==> src/hdl/devc_pkg.sv <==
// ----------------------------------------------------------------------------
// Dual encoder volume control package
// Shared types, register codes, widths and the quadrature direction table.
// ----------------------------------------------------------------------------
package devc_pkg;

    localparam int unsigned NUM_CH     = 2;
    localparam int unsigned LEVEL_W    = 8;
    localparam int unsigned TIME_W     = 32;
    localparam int unsigned DEBOUNCE_W = 16;
    localparam int unsigned DETENT_W   = 3;
    localparam int unsigned SUM_W      = 4;
    localparam int unsigned CFG_IDX_W  = 4;
    localparam int unsigned CFG_DATA_W = 16;
    localparam int unsigned IN_DATA_W  = 40;
    localparam int unsigned OUT_DATA_W = 24;

    localparam logic [LEVEL_W-1:0]    LEVEL_RESET        = 8'd20;
    localparam logic [DEBOUNCE_W-1:0] DEBOUNCE_MS_RESET  = 16'd25;
    localparam logic [LEVEL_W-1:0]    LEVEL_STEP_RESET   = 8'd4;
    localparam logic [LEVEL_W-1:0]    LEVEL_MAX_RESET    = 8'd200;
    localparam logic [DETENT_W-1:0]   DETENT_COUNT_RESET = 3'd4;

    // Configuration register indexes.
    typedef enum logic [CFG_IDX_W-1:0] {
        REG_DEBOUNCE_MS  = 4'd0,
        REG_LEVEL_STEP   = 4'd1,
        REG_LEVEL_MAX    = 4'd2,
        REG_DETENT_COUNT = 4'd3
    } t_cfg_reg;

    typedef struct packed {
        logic [DEBOUNCE_W-1:0] debounce_ms;
        logic [LEVEL_W-1:0]    level_step;
        logic [LEVEL_W-1:0]    level_max;
        logic [DETENT_W-1:0]   detent_count;
    } t_cfg;

    // What one channel lane found for the current sample.
    typedef struct packed {
        logic               step_up;
        logic               step_dn;
        logic [LEVEL_W-1:0] level;    // level after a step, or unchanged
        logic               pressed;  // debounced press accepted
        logic               stable;   // debounced button state after sample
    } t_lane_res;

    typedef struct packed {
        logic               levels_zeroed;
        logic               mic_muted;
        logic               speaker_muted;
        logic [LEVEL_W-1:0] mic_level;
        logic [LEVEL_W-1:0] speaker_level;
        logic               mute_pulse;
        logic               volume_down_pulse;
        logic               volume_up_pulse;
    } t_result;

    // Direction per {previous phase, current phase}, phase = {A, B}.
    localparam logic signed [1:0] PHASE_DIR [16] = '{
        2'sd0, -2'sd1, 2'sd1, 2'sd0, 2'sd1, 2'sd0, 2'sd0, -2'sd1,
        -2'sd1, 2'sd0, 2'sd0, 2'sd1, 2'sd0, 2'sd1, -2'sd1, 2'sd0
    };

endpackage

==> src/hdl/dual_encoder_volume_control_core.sv <==
// ----------------------------------------------------------------------------
// Dual encoder volume control core
// Two rotary encoder lanes with a merge stage and a buffered result stream.
// ----------------------------------------------------------------------------
// Usage:
// Each transfer on the s_axis channel is one pin sample: a millisecond
// timestamp plus the A, B and button pins of the speaker and microphone
// encoders. Every sample yields exactly one result transfer on m_axis,
// carrying the step and mute pulses, both levels, both mute flags and the
// zeroing flag, in sample order.
// The two channel lanes and the merge stage finish a sample in the cycle it
// is accepted, and the result is registered on the result path, so one sample
// can be accepted every cycle while s_axis_tready stays high. The rate is set
// by the state update of the lanes and the merge registers.
// The result path is an output register backed by one skid register. When
// the receiver stalls, one more sample is still taken into the skid stage;
// s_axis_tready then drops until the output register drains.
// The configuration channel writes one register per transfer and is always
// ready; it should be used only while no sample is in flight.
// A synchronous active-low reset restores default configuration, levels of
// 20, cleared mute flags, released buttons and empty result buffers.
// ----------------------------------------------------------------------------
module dual_encoder_volume_control_core
    import devc_pkg::*;
(
    input  logic                  i_clk,
    input  logic                  i_rst_n,
    // Sample stream.
    input  logic                  s_axis_tvalid,
    output logic                  s_axis_tready,
    // [31:0] now_ms, [32] spk_pin_a, [33] spk_pin_b, [34] spk_button_pin,
    // [35] mic_pin_a, [36] mic_pin_b, [37] mic_button_pin, [39:38] zero
    input  logic [IN_DATA_W-1:0]  s_axis_tdata,
    // Result stream.
    output logic                  m_axis_tvalid,
    input  logic                  m_axis_tready,
    // [0] volume_up_pulse, [1] volume_down_pulse, [2] mute_pulse,
    // [10:3] speaker_level, [18:11] mic_level, [19] speaker_muted,
    // [20] mic_muted, [21] levels_zeroed, [23:22] zero
    output logic [OUT_DATA_W-1:0] m_axis_tdata,
    // Configuration writes.
    input  logic                  i_cfg_valid,
    output logic                  o_cfg_ready,
    input  logic [CFG_IDX_W-1:0]  i_cfg_index,
    input  logic [CFG_DATA_W-1:0] i_cfg_data
);

    t_cfg      r_cfg;
    logic      in_accept, out_take;
    t_lane_res spk_res, mic_res;
    t_result   result;
    logic [LEVEL_W-1:0] spk_level, mic_level;

    logic      r_out_valid, n_out_valid;
    logic      r_skid_valid, n_skid_valid;
    t_result   r_out, r_skid;
    logic      load_out, load_skid, skid_to_out;

    assign o_cfg_ready = 1'b1;

    always_ff @(posedge i_clk) begin
        if (!i_rst_n) begin
            r_cfg.debounce_ms  <= DEBOUNCE_MS_RESET;
            r_cfg.level_step   <= LEVEL_STEP_RESET;
            r_cfg.level_max    <= LEVEL_MAX_RESET;
            r_cfg.detent_count <= DETENT_COUNT_RESET;
        end else if (i_cfg_valid && o_cfg_ready) begin
            case (i_cfg_index)
                REG_DEBOUNCE_MS:  r_cfg.debounce_ms  <= i_cfg_data;
                REG_LEVEL_STEP:   r_cfg.level_step   <= i_cfg_data[LEVEL_W-1:0];
                REG_LEVEL_MAX:    r_cfg.level_max    <= i_cfg_data[LEVEL_W-1:0];
                REG_DETENT_COUNT: r_cfg.detent_count <= i_cfg_data[DETENT_W-1:0];
                default: ;
            endcase
        end
    end

    assign s_axis_tready = !r_skid_valid;
    assign in_accept     = s_axis_tvalid && s_axis_tready;
    assign out_take      = r_out_valid && m_axis_tready;

    // Speaker lane.
    devc_lane u_lane_spk (
        .i_clk   (i_clk),
        .i_rst_n (i_rst_n),
        .i_en    (in_accept),
        .i_cfg   (r_cfg),
        .i_now   (s_axis_tdata[TIME_W-1:0]),
        .i_pin_a (s_axis_tdata[32]),
        .i_pin_b (s_axis_tdata[33]),
        .i_btn   (s_axis_tdata[34]),
        .i_level (spk_level),
        .o_res   (spk_res)
    );

    // Microphone lane.
    devc_lane u_lane_mic (
        .i_clk   (i_clk),
        .i_rst_n (i_rst_n),
        .i_en    (in_accept),
        .i_cfg   (r_cfg),
        .i_now   (s_axis_tdata[TIME_W-1:0]),
        .i_pin_a (s_axis_tdata[35]),
        .i_pin_b (s_axis_tdata[36]),
        .i_btn   (s_axis_tdata[37]),
        .i_level (mic_level),
        .o_res   (mic_res)
    );

    devc_merge u_merge (
        .i_clk       (i_clk),
        .i_rst_n     (i_rst_n),
        .i_en        (in_accept),
        .i_spk       (spk_res),
        .i_mic       (mic_res),
        .i_spk_btn   (s_axis_tdata[34]),
        .i_mic_btn   (s_axis_tdata[37]),
        .o_spk_level (spk_level),
        .o_mic_level (mic_level),
        .o_res       (result)
    );

    // Output register with one skid entry behind it. The skid entry only
    // fills when a new sample arrives while the output is held.
    always_comb begin
        n_out_valid  = r_out_valid;
        n_skid_valid = r_skid_valid;
        load_out     = 1'b0;
        load_skid    = 1'b0;
        skid_to_out  = 1'b0;
        if (out_take) begin
            if (r_skid_valid) begin
                skid_to_out  = 1'b1;
                n_skid_valid = 1'b0;
            end else begin
                n_out_valid = 1'b0;
            end
        end
        if (in_accept) begin
            if (r_out_valid && !out_take) begin
                load_skid    = 1'b1;
                n_skid_valid = 1'b1;
            end else begin
                load_out    = 1'b1;
                n_out_valid = 1'b1;
            end
        end
    end

    always_ff @(posedge i_clk) begin
        if (!i_rst_n) begin
            r_out_valid  <= 1'b0;
            r_skid_valid <= 1'b0;
        end else begin
            r_out_valid  <= n_out_valid;
            r_skid_valid <= n_skid_valid;
        end
    end

    always_ff @(posedge i_clk) begin
        if (load_out) begin
            r_out <= result;
        end else if (skid_to_out) begin
            r_out <= r_skid;
        end
        if (load_skid) begin
            r_skid <= result;
        end
    end

    assign m_axis_tvalid = r_out_valid;
    assign m_axis_tdata  = {{(OUT_DATA_W - $bits(t_result)){1'b0}}, r_out};

    // The skid entry is never occupied while the output register is empty.
    a_skid_behind_out: assert property (@(posedge i_clk) disable iff (!i_rst_n)
        r_skid_valid |-> r_out_valid)
        else $error("skid entry valid with empty output register");

    // A sample taken into an empty result path is offered next cycle.
    a_accept_shows: assert property (@(posedge i_clk) disable iff (!i_rst_n)
        (in_accept && !r_out_valid) |=> (m_axis_tvalid && !r_skid_valid))
        else $error("accepted sample not presented");

    // Zeroing forces both levels to zero and suppresses the mute toggle.
    a_zero_levels: assert property (@(posedge i_clk) disable iff (!i_rst_n)
        (m_axis_tvalid && r_out.levels_zeroed) |->
        (r_out.speaker_level == '0 && r_out.mic_level == '0 && !r_out.mute_pulse))
        else $error("zeroing result carries nonzero level or mute pulse");

    // A speaker step is either up or down, never both.
    a_one_step: assert property (@(posedge i_clk) disable iff (!i_rst_n)
        m_axis_tvalid |-> !(r_out.volume_up_pulse && r_out.volume_down_pulse))
        else $error("speaker stepped both up and down");

endmodule

==> src/hdl/devc_lane.sv <==
// ----------------------------------------------------------------------------
// Encoder channel lane
// Quadrature decode, detent accumulation, level step and button debounce.
// ----------------------------------------------------------------------------
module devc_lane
    import devc_pkg::*;
(
    input  logic               i_clk,
    input  logic               i_rst_n,
    input  logic               i_en,
    input  t_cfg               i_cfg,
    input  logic [TIME_W-1:0]  i_now,
    input  logic               i_pin_a,
    input  logic               i_pin_b,
    input  logic               i_btn,
    input  logic [LEVEL_W-1:0] i_level,
    output t_lane_res          o_res
);

    logic [1:0]        r_prev_phase, n_prev_phase;
    logic [SUM_W-1:0]  r_step_sum,   n_step_sum;
    logic              r_stable,     n_stable;
    logic              r_last_raw,   n_last_raw;
    logic [TIME_W-1:0] r_chg_time,   n_chg_time;

    logic [1:0]              cur_phase;
    logic signed [1:0]       dir;
    logic signed [SUM_W:0]   sum;
    logic signed [SUM_W:0]   detent;
    logic                    up, dn;
    logic [LEVEL_W:0]        up_val;
    logic [LEVEL_W-1:0]      dn_val;
    logic [LEVEL_W-1:0]      raw_level;
    logic [TIME_W-1:0]       elapsed;
    logic                    accept_btn;

    assign cur_phase = {i_pin_a, i_pin_b};
    assign dir       = PHASE_DIR[{r_prev_phase, cur_phase}];
    assign sum       = $signed({r_step_sum[SUM_W-1], r_step_sum})
                     + $signed({{(SUM_W-1){dir[1]}}, dir});
    // A detent count of zero behaves as one.
    assign detent    = (i_cfg.detent_count == '0) ? (SUM_W+1)'(1)
                     : $signed({{(SUM_W+1-DETENT_W){1'b0}}, i_cfg.detent_count});
    assign up        = (sum >= detent);
    assign dn        = !up && (sum <= -detent);

    assign up_val = {1'b0, i_level} + {1'b0, i_cfg.level_step};
    assign dn_val = (i_level >= i_cfg.level_step) ? i_level - i_cfg.level_step : '0;

    always_comb begin
        raw_level = i_level;
        if (up) begin
            raw_level = (up_val > {1'b0, i_cfg.level_max}) ? i_cfg.level_max
                                                          : up_val[LEVEL_W-1:0];
        end else if (dn) begin
            raw_level = (dn_val > i_cfg.level_max) ? i_cfg.level_max : dn_val;
        end
    end

    // A fresh raw change restarts the hold time before the check.
    assign n_last_raw = i_btn;
    assign n_chg_time = (i_btn != r_last_raw) ? i_now : r_chg_time;
    assign elapsed    = i_now - n_chg_time;
    assign accept_btn = (elapsed >= {{(TIME_W-DEBOUNCE_W){1'b0}}, i_cfg.debounce_ms})
                     && (i_btn != r_stable);
    assign n_stable   = accept_btn ? i_btn : r_stable;

    assign n_prev_phase = cur_phase;
    assign n_step_sum   = (up || dn) ? '0 : sum[SUM_W-1:0];

    assign o_res.step_up = up;
    assign o_res.step_dn = dn;
    assign o_res.level   = raw_level;
    assign o_res.pressed = accept_btn && !i_btn;
    assign o_res.stable  = n_stable;

    always_ff @(posedge i_clk) begin
        if (!i_rst_n) begin
            r_prev_phase <= '0;
            r_step_sum   <= '0;
            r_stable     <= 1'b1;
            r_last_raw   <= 1'b1;
            r_chg_time   <= '0;
        end else if (i_en) begin
            r_prev_phase <= n_prev_phase;
            r_step_sum   <= n_step_sum;
            r_stable     <= n_stable;
            r_last_raw   <= n_last_raw;
            r_chg_time   <= n_chg_time;
        end
    end

endmodule

==> src/hdl/devc_merge.sv <==
// ----------------------------------------------------------------------------
// Lane merge stage
// Holds levels and mute flags, applies both-button zeroing and mute toggles.
// ----------------------------------------------------------------------------
module devc_merge
    import devc_pkg::*;
(
    input  logic               i_clk,
    input  logic               i_rst_n,
    input  logic               i_en,
    input  t_lane_res          i_spk,
    input  t_lane_res          i_mic,
    input  logic               i_spk_btn,
    input  logic               i_mic_btn,
    output logic [LEVEL_W-1:0] o_spk_level,
    output logic [LEVEL_W-1:0] o_mic_level,
    output t_result            o_res
);

    logic [LEVEL_W-1:0] r_spk_level, n_spk_level;
    logic [LEVEL_W-1:0] r_mic_level, n_mic_level;
    logic               r_spk_muted, n_spk_muted;
    logic               r_mic_muted, n_mic_muted;
    logic               r_both_done, n_both_done;
    logic               zeroed, spk_toggle, mic_toggle;

    assign o_spk_level = r_spk_level;
    assign o_mic_level = r_mic_level;

    always_comb begin
        n_spk_level = i_spk.level;
        n_mic_level = i_mic.level;
        n_both_done = r_both_done;
        zeroed      = 1'b0;
        if (!(!i_spk.stable && !i_mic.stable)) begin
            n_both_done = 1'b0;
        end else if (!r_both_done) begin
            n_spk_level = '0;
            n_mic_level = '0;
            n_both_done = 1'b1;
            zeroed      = 1'b1;
        end

        // A press counts only while the other raw button is released.
        spk_toggle = !zeroed && i_spk.pressed && i_mic_btn;
        mic_toggle = !zeroed && i_mic.pressed && i_spk_btn;

        // Up steps clear mute on both channels; down steps only on the mic.
        n_spk_muted = (r_spk_muted && !i_spk.step_up) ^ spk_toggle;
        n_mic_muted = (r_mic_muted && !i_mic.step_up && !i_mic.step_dn) ^ mic_toggle;
    end

    assign o_res.volume_up_pulse   = i_spk.step_up;
    assign o_res.volume_down_pulse = i_spk.step_dn;
    assign o_res.mute_pulse        = spk_toggle;
    assign o_res.speaker_level     = n_spk_level;
    assign o_res.mic_level         = n_mic_level;
    assign o_res.speaker_muted     = n_spk_muted;
    assign o_res.mic_muted         = n_mic_muted;
    assign o_res.levels_zeroed     = zeroed;

    always_ff @(posedge i_clk) begin
        if (!i_rst_n) begin
            r_spk_level <= LEVEL_RESET;
            r_mic_level <= LEVEL_RESET;
            r_spk_muted <= 1'b0;
            r_mic_muted <= 1'b0;
            r_both_done <= 1'b0;
        end else if (i_en) begin
            r_spk_level <= n_spk_level;
            r_mic_level <= n_mic_level;
            r_spk_muted <= n_spk_muted;
            r_mic_muted <= n_mic_muted;
            r_both_done <= n_both_done;
        end
    end

endmodule

==> config.mk <==
export PLATFORM = sky130hd
export DESIGN_NAME = dual_encoder_volume_control_core
export DESIGN_NICKNAME = d
export VERILOG_FILES = /design/src/hdl/devc_pkg.sv /design/src/hdl/dual_encoder_volume_control_core.sv /design/src/hdl/devc_lane.sv /design/src/hdl/devc_merge.sv
export SDC_FILE = /design/constraint.sdc
export NUM_CORES = 1
export LEC_CHECK = 0
export ABC_CLOCK_PERIOD_IN_PS = 17580
export BUFFER_PORTS_ARGS = -buffer_cell sky130_fd_sc_hd__buf_4
export CAP_MARGIN = 20
export CORE_MARGIN = 3
export CORE_UTILIZATION = 65
export CTS_BUF_LIST = sky130_fd_sc_hd__clkbuf_16
export DETAILED_ROUTE_END_ITERATION = 8
export PLACE_DENSITY = 0.84
export SYNTH_ARGS = -nofsm -noshare
export SYNTH_HDL_FRONTEND = slang
export SYNTH_SLANG_ARGS = --single-unit
==> constraint.sdc <==
create_clock -name i_clk -period 17.58 [get_ports i_clk]
set_clock_uncertainty 0.05 [all_clocks]
set_input_delay 0 -clock i_clk [delete_from_list [all_inputs] [get_ports i_clk]]
set_output_delay 0 -clock i_clk [all_outputs]
set_load 0.01 [all_outputs]
Word level (Yosys, flattened, before mapping)
Memories as Yosys holds them, arrays and structs flattened.
Cells that the tools add are included.
{"block": "totals", "register_bits": 180, "latch_bits": 0, "mem_bits_rw": 0, "romBits": 64, "input_bits": 65, "out_inout_bits": 27, "word_cells": 152, "mem_count": 2}
{"name": "(no name shown)", "words": 16, "word_bits": 2, "rd": 1, "rd_ports_with_merged_regs": 0, "write_ports": 0, "line": "devc_lane.sv:38", "text": "assign dir = PHASE_DIR[{r_prev_phase, cur_phase}];"}
{"name": "(no name shown)", "words": 16, "word_bits": 2, "rd": 1, "rd_ports_with_merged_regs": 0, "write_ports": 0, "line": "devc_lane.sv:38"}
{"block": "classes", "add_sub_neg": 9, "n_mul": 0, "div": 0, "order_cmp": 14, "n_eq_ne": 7, "shift": 0, "mux": 43, "bitwise_logic": 4, "reduce_logical": 36}
{"cell": "$mux 8", "count": 14}
{"cell": "$ge 32x16->1", "count": 2}
{"cell": "$mux 32", "count": 2}
{"cell": "$sub 32x32->32", "count": 2}
{"cell": "$mux 22", "count": 2}
{"cell": "$add 8x8->9", "count": 2}
{"cell": "$gt 9x8->1", "count": 2}
{"cell": "$mux 1", "count": 18}
{"cell": "$logic_and 1x1->1", "count": 17}
{"cell": "$ge 8x8->1", "count": 2}
{"cell": "$gt 8x8->1", "count": 2}
{"cell": "$sub 8x8->8", "count": 2}
{"cell": "$add 4x2->5", "count": 2}
{"cell": "$ge 5x5->1", "count": 2}
{"cell": "$ge 5x5->1 const B", "count": 2}
{"cell": "$le 5x5->1", "count": 2}
{"cell": "$logic_not 1->1", "count": 10}
{"cell": "$not 4->5", "count": 2}
{"cell": "$eq 4x2->1 const B", "count": 2}
{"cell": "$mux 2", "count": 4}
{"cell": "$mux 4", "count": 2}
{"cell": "$reduce_and 2->1", "count": 4}
{"cell": "$neg 5->5", "count": 1}
{"cell": "$eq 4x1->1 const B", "count": 1}
{"cell": "7 further kinds", "count": 12}

Depth between registers and ports, before layout
Gate-level depths: netlist of run 1.
{"block": "depth", "word_depth": 14, "depth_mapped": 29, "ltp_nobuf": 25}

By module
A second synthesis of run 1 with hierarchy kept.
{"block": "unflattened", "hier_cells": 2054, "area_unflattened_um2": 16607.2}
{"mod": "devc_lane (u_lane_mic)", "instances": 1, "cells_each": 847, "area_per_inst_um2": 6261.0, "seq_area_each_um2": 800.8}
{"mod": "devc_lane (u_lane_spk)", "instances": 1, "cells_each": 852, "area_per_inst_um2": 6170.9, "seq_area_each_um2": 800.8}
{"mod": "dual_encoder_volume_control_core", "instances": 1, "cells_each": 236, "area_per_inst_um2": 3134.3, "seq_area_each_um2": 2062.0}
{"mod": "devc_merge", "instances": 1, "cells_each": 119, "area_per_inst_um2": 1041.0, "seq_area_each_um2": 380.4}

Worst setup path after synthesis of run 1
Ideal clock, no wire load.
{"block": "synth_timing", "path_type": "register to register", "start": "reg u_lane_mic.r_last_raw", "end": "reg r_out, in the netlist m_axis_tdata[21], data pin", "setup_time_ns": 0.260, "arrival_time_ns": 5.875, "required_ns": 17.270, "setup_slack_ns": 11.395, "path_stages_with_launch": 26, "n_path_buf": 6, "synth_period_minus_slack_ns": 6.185, "path_cell_list": "dfxtp_1 > xor2_1 > buf_4 > buf_6 > clkbuf_1 > buf_1 > mux2i_1 > ha_1 > clkbuf_2 > o21ai_2 > or2_1 > o21ai_0 > xor2_1 > ha_1 > a21o_1 > a21o_1 > a21oi_1 > o211ai_1 > or3_1 > a311oi_2 > nand4b_1 > nor4b_4 > mux2_4 > and2_4 > buf_12 > mux2_2"}
{"block": "synth_between", "elab_chain_cells": 10}
{"element": "start: declaration", "line": "devc_lane.sv:23", "text": "logic r_last_raw, n_last_raw;"}
{"element": "start signal: assignment", "line": "devc_lane.sv:88", "text": "r_last_raw <= n_last_raw;"}
{"element": "$ne 1x1->1", "line": "devc_lane.sv:62", "text": "assign n_chg_time = (i_btn != r_last_raw) ? i_now : r_chg_time;"}
{"element": "$mux 32", "line": "devc_lane.sv:62"}
{"element": "$sub 32x32->32", "line": "devc_lane.sv:63", "text": "assign elapsed = i_now - n_chg_time;"}
{"element": "$ge 32x16->1", "line": "devc_lane.sv:64", "text": "assign accept_btn = (elapsed >= {{(TIME_W-DEBOUNCE_W){1'b0}}, i_cfg.debounce_ms})"}
{"element": "$logic_and 1x1->1", "line": "devc_lane.sv:65", "text": "&& (i_btn != r_stable);"}
{"element": "$mux 1", "line": "devc_lane.sv:66", "text": "assign n_stable = accept_btn ? i_btn : r_stable;"}
{"element": "$logic_not 1->1", "line": "devc_merge.sv:35", "text": "if (!(!i_spk.stable && !i_mic.stable)) begin"}
{"element": "$logic_and 1x1->1", "line": "devc_merge.sv:35"}
{"element": "$mux 1", "line": "devc_merge.sv:35"}
{"element": "$mux 22", "line": "dual_encoder_volume_control_core.sv:161", "text": "if (load_out) begin"}
{"element": "end signal: assignment", "line": "dual_encoder_volume_control_core.sv:162", "text": "r_out <= result;"}
{"element": "end signal: assignment", "line": "dual_encoder_volume_control_core.sv:164", "text": "r_out <= r_skid;"}
{"element": "end: declaration", "line": "dual_encoder_volume_control_core.sv:56", "text": "t_result r_out, r_skid;"}
Every way passes these cells.
A chain may end at the register's enable or synchronous reset.

Worst setup path after layout of run 1
{"block": "layout_timing", "start": "reg u_lane_spk.r_last_raw", "end": "reg r_out, in the netlist m_axis_tdata[11], data pin"}
{"block": "layout_between", "elab_chain_cells": 10}
{"element": "start: declaration", "line": "devc_lane.sv:23"}
{"element": "start signal: assignment", "line": "devc_lane.sv:88"}
{"element": "$ne 1x1->1", "line": "devc_lane.sv:62"}
{"element": "$mux 32", "line": "devc_lane.sv:62"}
{"element": "named net u_lane_spk.n_chg_time[0]", "line": "devc_lane.sv:24", "text": "logic [TIME_W-1:0] r_chg_time, n_chg_time;"}
{"element": "$sub 32x32->32", "line": "devc_lane.sv:63"}
{"element": "$ge 32x16->1", "line": "devc_lane.sv:64"}
{"element": "$logic_and 1x1->1", "line": "devc_lane.sv:65"}
{"element": "$mux 1", "line": "devc_lane.sv:66"}
{"element": "$logic_not 1->1", "line": "devc_merge.sv:35"}
{"element": "$logic_and 1x1->1", "line": "devc_merge.sv:35"}
{"element": "$mux 8", "line": "devc_merge.sv:35"}
{"element": "$mux 22", "line": "dual_encoder_volume_control_core.sv:161"}
The timed path passes the listed nets, and every way through them passes these cells.

==> flow_metrics.py, run 1 <==
metrics = {
    "die": {
        "dieArea_um2": 27000,
        "ioPinCount": 92,
        "start_util_pct": 66.6,
        "coreArea_um2": 24500,
        "die_y_um": 164,
        "die_x_um": 164,
        "rows": 57,
    },
    "timing": {
        "fmax_ghz": 0.149,
        "setup_viol": 0,
        "rsz0062_at_grt": "false",
        "hold_viol": 0,
        "worst_slack_ns": 10.88,
        "period_minus_slack_ns": 6.70,
        "hold_ws_ns": 0.0684,
        "slew_viol_final": 0,
        "maxSlewHeadroom_pct": 27.2,
        "period_share_pct": 38.1,
        "setup-tns-final_ns": 0,
        "tightest_slew_ns": 1.08,
    },
    "final_layout": {
        "multi_input_area_um2": 11300,
        "area_delta_synth_final_pct": 11.7,
        "fin_util_pct": 74.4,
        "final_cell_mix": "nand2_1 (270), a21oi_1 (212), ha_1 (170)",
        "layout.nets": 2348,
        "drive_gt1_share_pct": 11.1,
        "ff_latch_area_um2": 4040,
        "diodes": 0,
        "final_common_cell": "nand2_1",
        "n_fill_cell": 1847,
    },
    "clocking": {
        "cts-resized-gates": 0,
        "cts_buffers": 17,
        "root_buffer": "clkbuf_16",
        "insertion_delay_ns": 0.45,
        "clock_path_buffers": 2,
        "clkSlewWorstSetupHoldPaths_ns": 0.09,
        "htreeDepth": 4,
        "cts_sinks": 180,
        "cts_tree": "done",
    },
    "routing": {
        "viasPerCell": 6.33,
        "finalWirelength_um": 47500,
        "dr.pass1.iters": 6,
        "vias": 15500,
        "detail_route.iter0.violations": 1158,
        "drc_errors": 0,
        "routedWlPerCell_um": 19.4,
        "drtAntennaViolNets": 0,
    },
    "place": {
        "port_buffers": 86,
        "place_worst_setup_slack_ns": 10.91,
        "routabilityCongestion": 0.924,
        "dpl.hpwl_um": 34400,
    },
    "synthesis": {
        "ys_ff_latch": 180,
        "synth_largest_area_cell": "dfxtp_1",
        "synth_area_um2": 16300,
        "yosys.area_share.adder_pct": 14.2,
        "synthMuxAreaShare_pct": 6.72,
        "synthTopCellsByArea": "dfxtp_1 (17%), ha_1 (13%), edfxtp_1 (8.1%)",
        "synth_edf_count": 44,
        "synth-compound-area-share_pct": 23.2,
        "yosys_warnings": 0,
        "synth_top_family_by_area": "compound AO/OA/AOI/OAI gates",
        "yosys.area_share.simple_pct": 19.8,
        "synth_area_per_cell_um2": 8.07,
        "synth_cell_types": 119,
        "synth.top_cell.area_share_pct": 16.7,
        "synth_cells": 2019,
        "async_flop_share_pct": 0,
        "ys.flop_type": "dfxtp_1",
        "synth_xor_area_share_pct": 4.81,
        "ys_seq_area_share_pct": 24.8,
    },
    "worst_setup_path": {
        "cp-start-kind": "flop",
        "cp_data_required_time_ns": 17.70,
        "regToRegSetupSlack_ns": 10.88,
        "crit_top_cell": "ha_1",
        "cp.arrival_ns": 6.81,
        "r2r_start": "u_lane_spk.r_last_raw$_SDFFE_PN1P_",
        "cpMaxStageDelayCell": "and2_4",
        "crit_family": "simple AND/OR/NAND/NOR gates",
        "cp-end-kind": "flop",
        "ff2ff_path_depth": 25,
        "max_stage_delay_ns": 0.54,
        "critPathKind": "flop to flop",
        "r2r_end": "m_axis_tdata[11]$_DFFE_PP_",
        "cp.buffers_inverters": 2,
        "crit_fanout": 51,
    },
    "grt": {
        "grt_overflow": 0,
        "grt_max_degree": 58,
        "grt_pass1_vias": 14800,
        "antenna_found_initial": 0,
        "grt_pass1_wl_um": 75300,
        "grt_use_total_pct": 34.9,
    },
    "job": {
        "max_cap_violations": 0,
    },
    "power_and_ir_drop": {
        "irDropWorstVdd_v": 0.0000625,
        "p_leak_nw": 7.52,
        "finalPower_mw": 1.63,
        "pwr_density_cell_nw_per_um2": 89.7,
    },
    "status": {
        "status": "complete, no violations",
    },
    "hold_path": {
        "hp-start": "i_cfg_valid",
        "whs_path_depth": 4,
        "whs_endpoint": "r_cfg[0]$_SDFFE_PN0P_",
        "hp-class": "input port to flop",
    },
}
-- per-layer routing --
| layer | global-route usage [%] | share of wire [%] | routed length, um |
|---|---|---|---|
| met1 | 43.0 | 41 | 19700 |
| met2 | 60.1 | 48 | 23000 |
| met3 | 4.64 | 5.1 | 2430 |
| met4 | 16.8 | 5.2 | 2450 |
| met5 | 0 | 0 | 0 |
-- worst register-to-register path: stages (launching register included) --
cell and delay, ns:
dfxtp_1 0.50, xnor2_2 0.15, buf_4 0.32, nand2_1 0.11
o21ai_0 0.08, ha_1 0.19, inv_1 0.07, ha_1 0.23
a21oi_4 0.16, o22ai_2 0.16, o22ai_1 0.38, a21oi_1 0.22
nor2_1 0.32, xnor2_1 0.19, ha_1 0.28, nand3_1 0.09
o2111ai_1 0.12, a2111o_1 0.31, nor4b_1 0.35, nand3_1 0.11
nor4_1 0.49, and4_4 0.32, nand4b_1 0.20, mux2i_1 0.25
and2_4 0.54, o31ai_1 0.23
-- timing repair --
action,4_1_cts,5_1_grt
hold endpoints to repair,119,0
hold buffers,68,0
buffers inserted,0,0
-- flip-flops by register name (all words and copies together) (netlist names), 2 cells and up --
register	cells
r_cfg	35
u_lane_mic.r_chg_time	32
u_lane_spk.r_chg_time	32
m_axis_tdata	22
r_skid	22
u_merge.o_mic_level	8
u_merge.o_spk_level	8
u_lane_mic.r_step_sum	4
u_lane_spk.r_step_sum	4
u_lane_mic.r_prev_phase	2
u_lane_spk.r_prev_phase	2
-- layout make-up --
class	instances	share of cell area, %
multi-input cells	1636	61.9
flip-flops and latches	180	22.2
repair buffers	174	8.30
clock buffers	17	2.34
well taps	324	2.23
inverters	98	2.03
clock inverters	15	0.976
-- metrics by stage --
step                std cells  area [um^2]
detailed placement       2341        16900
global route             2444        18200
CTS                      2441        18200
finish                   2444        18200
floorplan                2022        16300
global placement         2340        16900
-- cells in the mapped netlist, drive strengths merged, types with 6 or more instances --
cell and instances:
o31ai 46, o21bai 17, nand3 42, inv 98, fa 6, xnor2 63
nor2 165, maj3 6, or3 10, o211ai 15, nand2 273, and3 7
mux2i 82, mux2 20, buf 36, edfxtp 44, o21a 16, a21oi 218
nand4 26, o22ai 6, a22oi 9, a21o 31, a211oi 42, nor2b 40
a31oi 19, o21ai 90, clkbuf 63, nand2b 28, and2 13, xor2 24
or2 12, nor3 35, dfxtp 136, ha 170, nor4 9
-- worst max-delay path by stage --
stage,startpoint,endpoint,cells past startpoint
2_1_floorplan,u_lane_mic.r_last_raw$_SDFFE_PN1P_,m_axis_tdata[21]$_DFFE_PP_,25
3_5_place_dp,u_lane_spk.r_last_raw$_SDFFE_PN1P_,m_axis_tdata[7]$_DFFE_PP_,24
5_1_grt,u_lane_spk.r_last_raw$_SDFFE_PN1P_,m_axis_tdata[11]$_DFFE_PP_,25
3_3_place_gp,u_lane_spk.r_last_raw$_SDFFE_PN1P_,m_axis_tdata[11]$_DFFE_PP_,24
6_report,u_lane_spk.r_last_raw$_SDFFE_PN1P_,m_axis_tdata[11]$_DFFE_PP_,25
4_1_cts,u_lane_spk.r_last_raw$_SDFFE_PN1P_,m_axis_tdata[11]$_DFFE_PP_,24
-- where the power goes --
part / total [mW] / internal [mW] / switching (mW)
sequential: 0.479 / 0.457 / 0.0212
clock: 0.411 / 0.206 / 0.205
combinational: 0.743 / 0.295 / 0.448
-- kinds of logic after synthesis --
kind of cell    after synthesis
simple gates                685
compound gates              573
buf+inv                     206
fa+ha+maj                   182
flops                       180
mux                         104
xor+xnor                     87
other cells                   2
(Power assumes the default switching activity.)
==> run 2: changes to the inputs <==
- ABC_AREA: default -> 1
- ABC_CLOCK_PERIOD_IN_PS: 17580 -> 5600
- CORE_UTILIZATION: 65 -> 57
- PLACE_DENSITY: 0.84 -> 0.78
- clock period: 17.58 -> 5.6 ns (I/O delays scaled with it)
==> run 2 against run 1 <==
  * Clock power increased to 3.1 times the previous value
  * Worst hold slack got worse by 0.050 ns
  * Sequential share of layout area decreased by 0.76 points
  * Critical endpoint is now m_axis_tdata[18]$_DFFE_PP_
  * Worst setup slack lost 10 ns
  * Highest routed layer unchanged
==> flow_metrics.py, run 2 <==
metrics = {
    "routing": {
        "drtAntennaViolNets": 0,
        "drc_errors": 0,
        "dr.pass1.iters": 5,
        "viasPerCell": 5.54,
        "wl_met1_um": 23200,
        "met2_wirelength_um": 23100,
        "vias": 16700,
        "highest_layer": "met4",
        "wl_met3_um": 2990,
        "finalWirelength_um": 50500,
        "routedWlPerCell_um": 16.7,
        "detail_route.iter0.violations": 1484,
    },
    "final_layout": {
        "drive_gt1_share_pct": 10.5,
        "reg_top3": "r_cfg x35, u_lane_mic.r_chg_time x32, u_lane_spk.r_chg_time x32",
        "final_cell_mix": "nand2_1 (559), inv_1 (423), a21oi_1 (235)",
        "diodes": 0,
        "largest_reg_flops": 35,
        "fin_cells": 3023,
        "final_common_cell": "nand2_1",
        "largest-register": "r_cfg",
        "area_delta_synth_final_pct": 14.5,
        "layout.nets": 2873,
        "fin_util_pct": 67.1,
    },
    "worst_setup_path": {
        "crit_fanout": 15,
        "cp.arrival_ns": 5.14,
        "cp-end-kind": "flop",
        "r2r_start": "u_lane_spk.r_last_raw$_SDFFE_PN1P_",
        "critPathKind": "flop to flop",
        "setup.worst_path.start": "u_lane_spk.r_last_raw$_SDFFE_PN1P_",
        "cp_data_required_time_ns": 5.74,
        "cp-start-kind": "flop",
        "crit_top_cell": "nand2_1",
        "max_stage_delay_ns": 0.38,
        "cpMaxStageDelayCell": "dfxtp_1",
    },
    "place": {
        "dp.cells": 2904,
        "place_worst_setup_slack_ns": 0.712,
        "port_buffers": 86,
        "routabilityCongestion": 0.983,
        "dpl.hpwl_um": 38800,
    },
    "clocking": {
        "root_buffer": "clkbuf_16",
        "clock_path_buffers": 2,
        "cts_buffers": 17,
        "cts_setup_buffers": 0,
        "insertion_delay_ns": 0.46,
        "clkSlewWorstSetupHoldPaths_ns": 0.08,
        "cts_tree": "done",
        "htreeDepth": 4,
        "hold_buffers": 85,
        "cts-resized-gates": 0,
        "cts_sinks": 180,
    },
    "power_and_ir_drop": {
        "irDropWorstVdd_v": 0.000256,
        "p_leak_nw": 9.53,
        "pwr_density_cell_nw_per_um2": 306,
    },
    "hold_path": {
        "hp-start": "i_cfg_index[2]",
        "hp-class": "input port to flop",
    },
    "synthesis": {
        "synth_largest_area_cell": "dfxtp_1",
        "async_flop_share_pct": 0,
        "ys_top_cells_by_count": "nand2_1 (560), inv_1 (424), a21oi_1 (235)",
        "ys_seq_area_share_pct": 24.6,
        "synthTopCellsByArea": "dfxtp_1 (17%), ha_1 (13%), nand2_1 (13%)",
        "synth_cells": 2486,
        "synth_area_per_cell_um2": 6.62,
        "synth.top_cell.area_share_pct": 16.6,
        "yosys_warnings": 0,
        "synth_area_um2": 16400,
        "ys_ff_latch": 180,
        "synth_cell_types": 55,
        "synth.most_common_cell": "nand2_1",
        "ys.flop_type": "dfxtp_1",
        "synth_edf_count": 44,
    },
    "die": {
        "die_x_um": 176,
        "rows": 61,
        "ioPinCount": 92,
        "die_y_um": 176,
        "start_util_pct": 58.6,
        "coreArea_um2": 28100,
        "dieArea_um2": 30900,
    },
    "timing": {
        "hold_viol": 0,
        "rsz0062_at_grt": "false",
        "maxSlewHeadroom_pct": 47.5,
        "setup_viol": 0,
        "hold_ws_ns": 0.0188,
        "slew_viol_final": 0,
        "period_share_pct": 89.4,
        "period_minus_slack_ns": 5.01,
        "setup-tns-final_ns": 0,
        "tightest_slew_ns": 0.785,
        "fmax_ghz": 0.200,
        "worst_slack_ns": 0.591,
    },
    "grt": {
        "antenna_found_initial": 0,
        "grt_use_total_pct": 32.4,
        "grt_pass1_vias": 15800,
        "grt_overflow": 0,
        "grt_max_degree": 74,
        "grt_pass1_wl_um": 80600,
    },
    "job": {
        "max_cap_violations": 0,
    },
    "status": {
        "status": "complete, no violations",
    },
}
## run 2: cell types whose count changed in the layout (fill, tap and decap cells not counted), moves of 27 or more
cell,previous run,this run
inv_1,97,423
nand2_1,270,559
o21ai_0,81,216
mux2i_1,82,18
nand3_1,42,96
xnor2_1,61,14
o31ai_1,42,0
nor2b_1,38,0
a211oi_1,39,6
nand2_2,3,35
a21o_1,31,2
nand2b_1,27,0
nand3_2,0,27
## run 2: final timing paths
check / to / slack (ns) / cells past startpoint
worst max-delay path: m_axis_tdata[18]$_DFFE_PP_ / 0.59 / 31
worst max register to register: m_axis_tdata[18]$_DFFE_PP_ / 0.59 / 31
worst min-delay path: r_cfg[8]$_SDFFE_PN0P_ / 0.02 / 4
worst min register to register: u_lane_spk.r_chg_time[2]$_SDFFE_PN0P_ / 0.42 / 2
## run 2: cell families (layout without fill, tap and decap cells)
kind of cell	Yosys count	in the layout	synth area share [%]
flip-flops	180	180	24.6
AO/OA/AOI/OAI	564	564	18.8
adder cells (fa/ha/maj)	176	176	13.7
other	2	5	0.0457
AND/OR/NAND/NOR	989	989	27.0
multiplexers	18	18	1.10
buffers and inverters	507	663	12.1
XOR/XNOR	50	50	2.66
## run 2: power breakdown
group / leakage [nW] / internal (mW) / total, mW / switching (mW)
clock: 0.300 / 0.663 / 1.26 / 0.596
combinational: 7.69 / 1.04 / 2.91 / 1.87
sequential: 1.54 / 1.50 / 1.59 / 0.0931
## run 2: routing by layer
layer / track usage, % / vias to the layer above
met1: 44.7 / 7734
met3: 3.50 / 87
li1: - / 8375
met4: 9.50 / 0
met5: 0 / -
met2: 53.6 / 547
## run 2: final cells by class
type	instances	area, um^2
Inverter	447	1690
Tap cell	378	473
Sequential cell	180	4040
Clock inverter	12	98.8
Clock buffer	20	500
Multi-Input combinational cell	1802	10400
Fill cell	2530	9250
Timing Repair Buffer	184	1610
## run 2: metrics by stage
step | total power [mW] | cell area (um^2)
5_1_grt | 6.18 | 18800
3_5_place_dp | 4.40 | 17400
3_3_place_gp | 4.32 | 17400
6_report | 5.76 | 18800
2_1_floorplan | 3.65 | 16500
4_1_cts | 5.71 | 18800
## run 2: worst max-delay path: cells and delay by family (launching register included)
family / cells / cell delay (ns)
adders and majority gates: 3 / 0.58
and+or+nand+nor: 17 / 2.22
buffers and inverters: 5 / 0.57
DFF: 1 / 0.38
xor gates and xnor gates: 1 / 0.16
AOI/OAI and AO/OA: 5 / 0.76
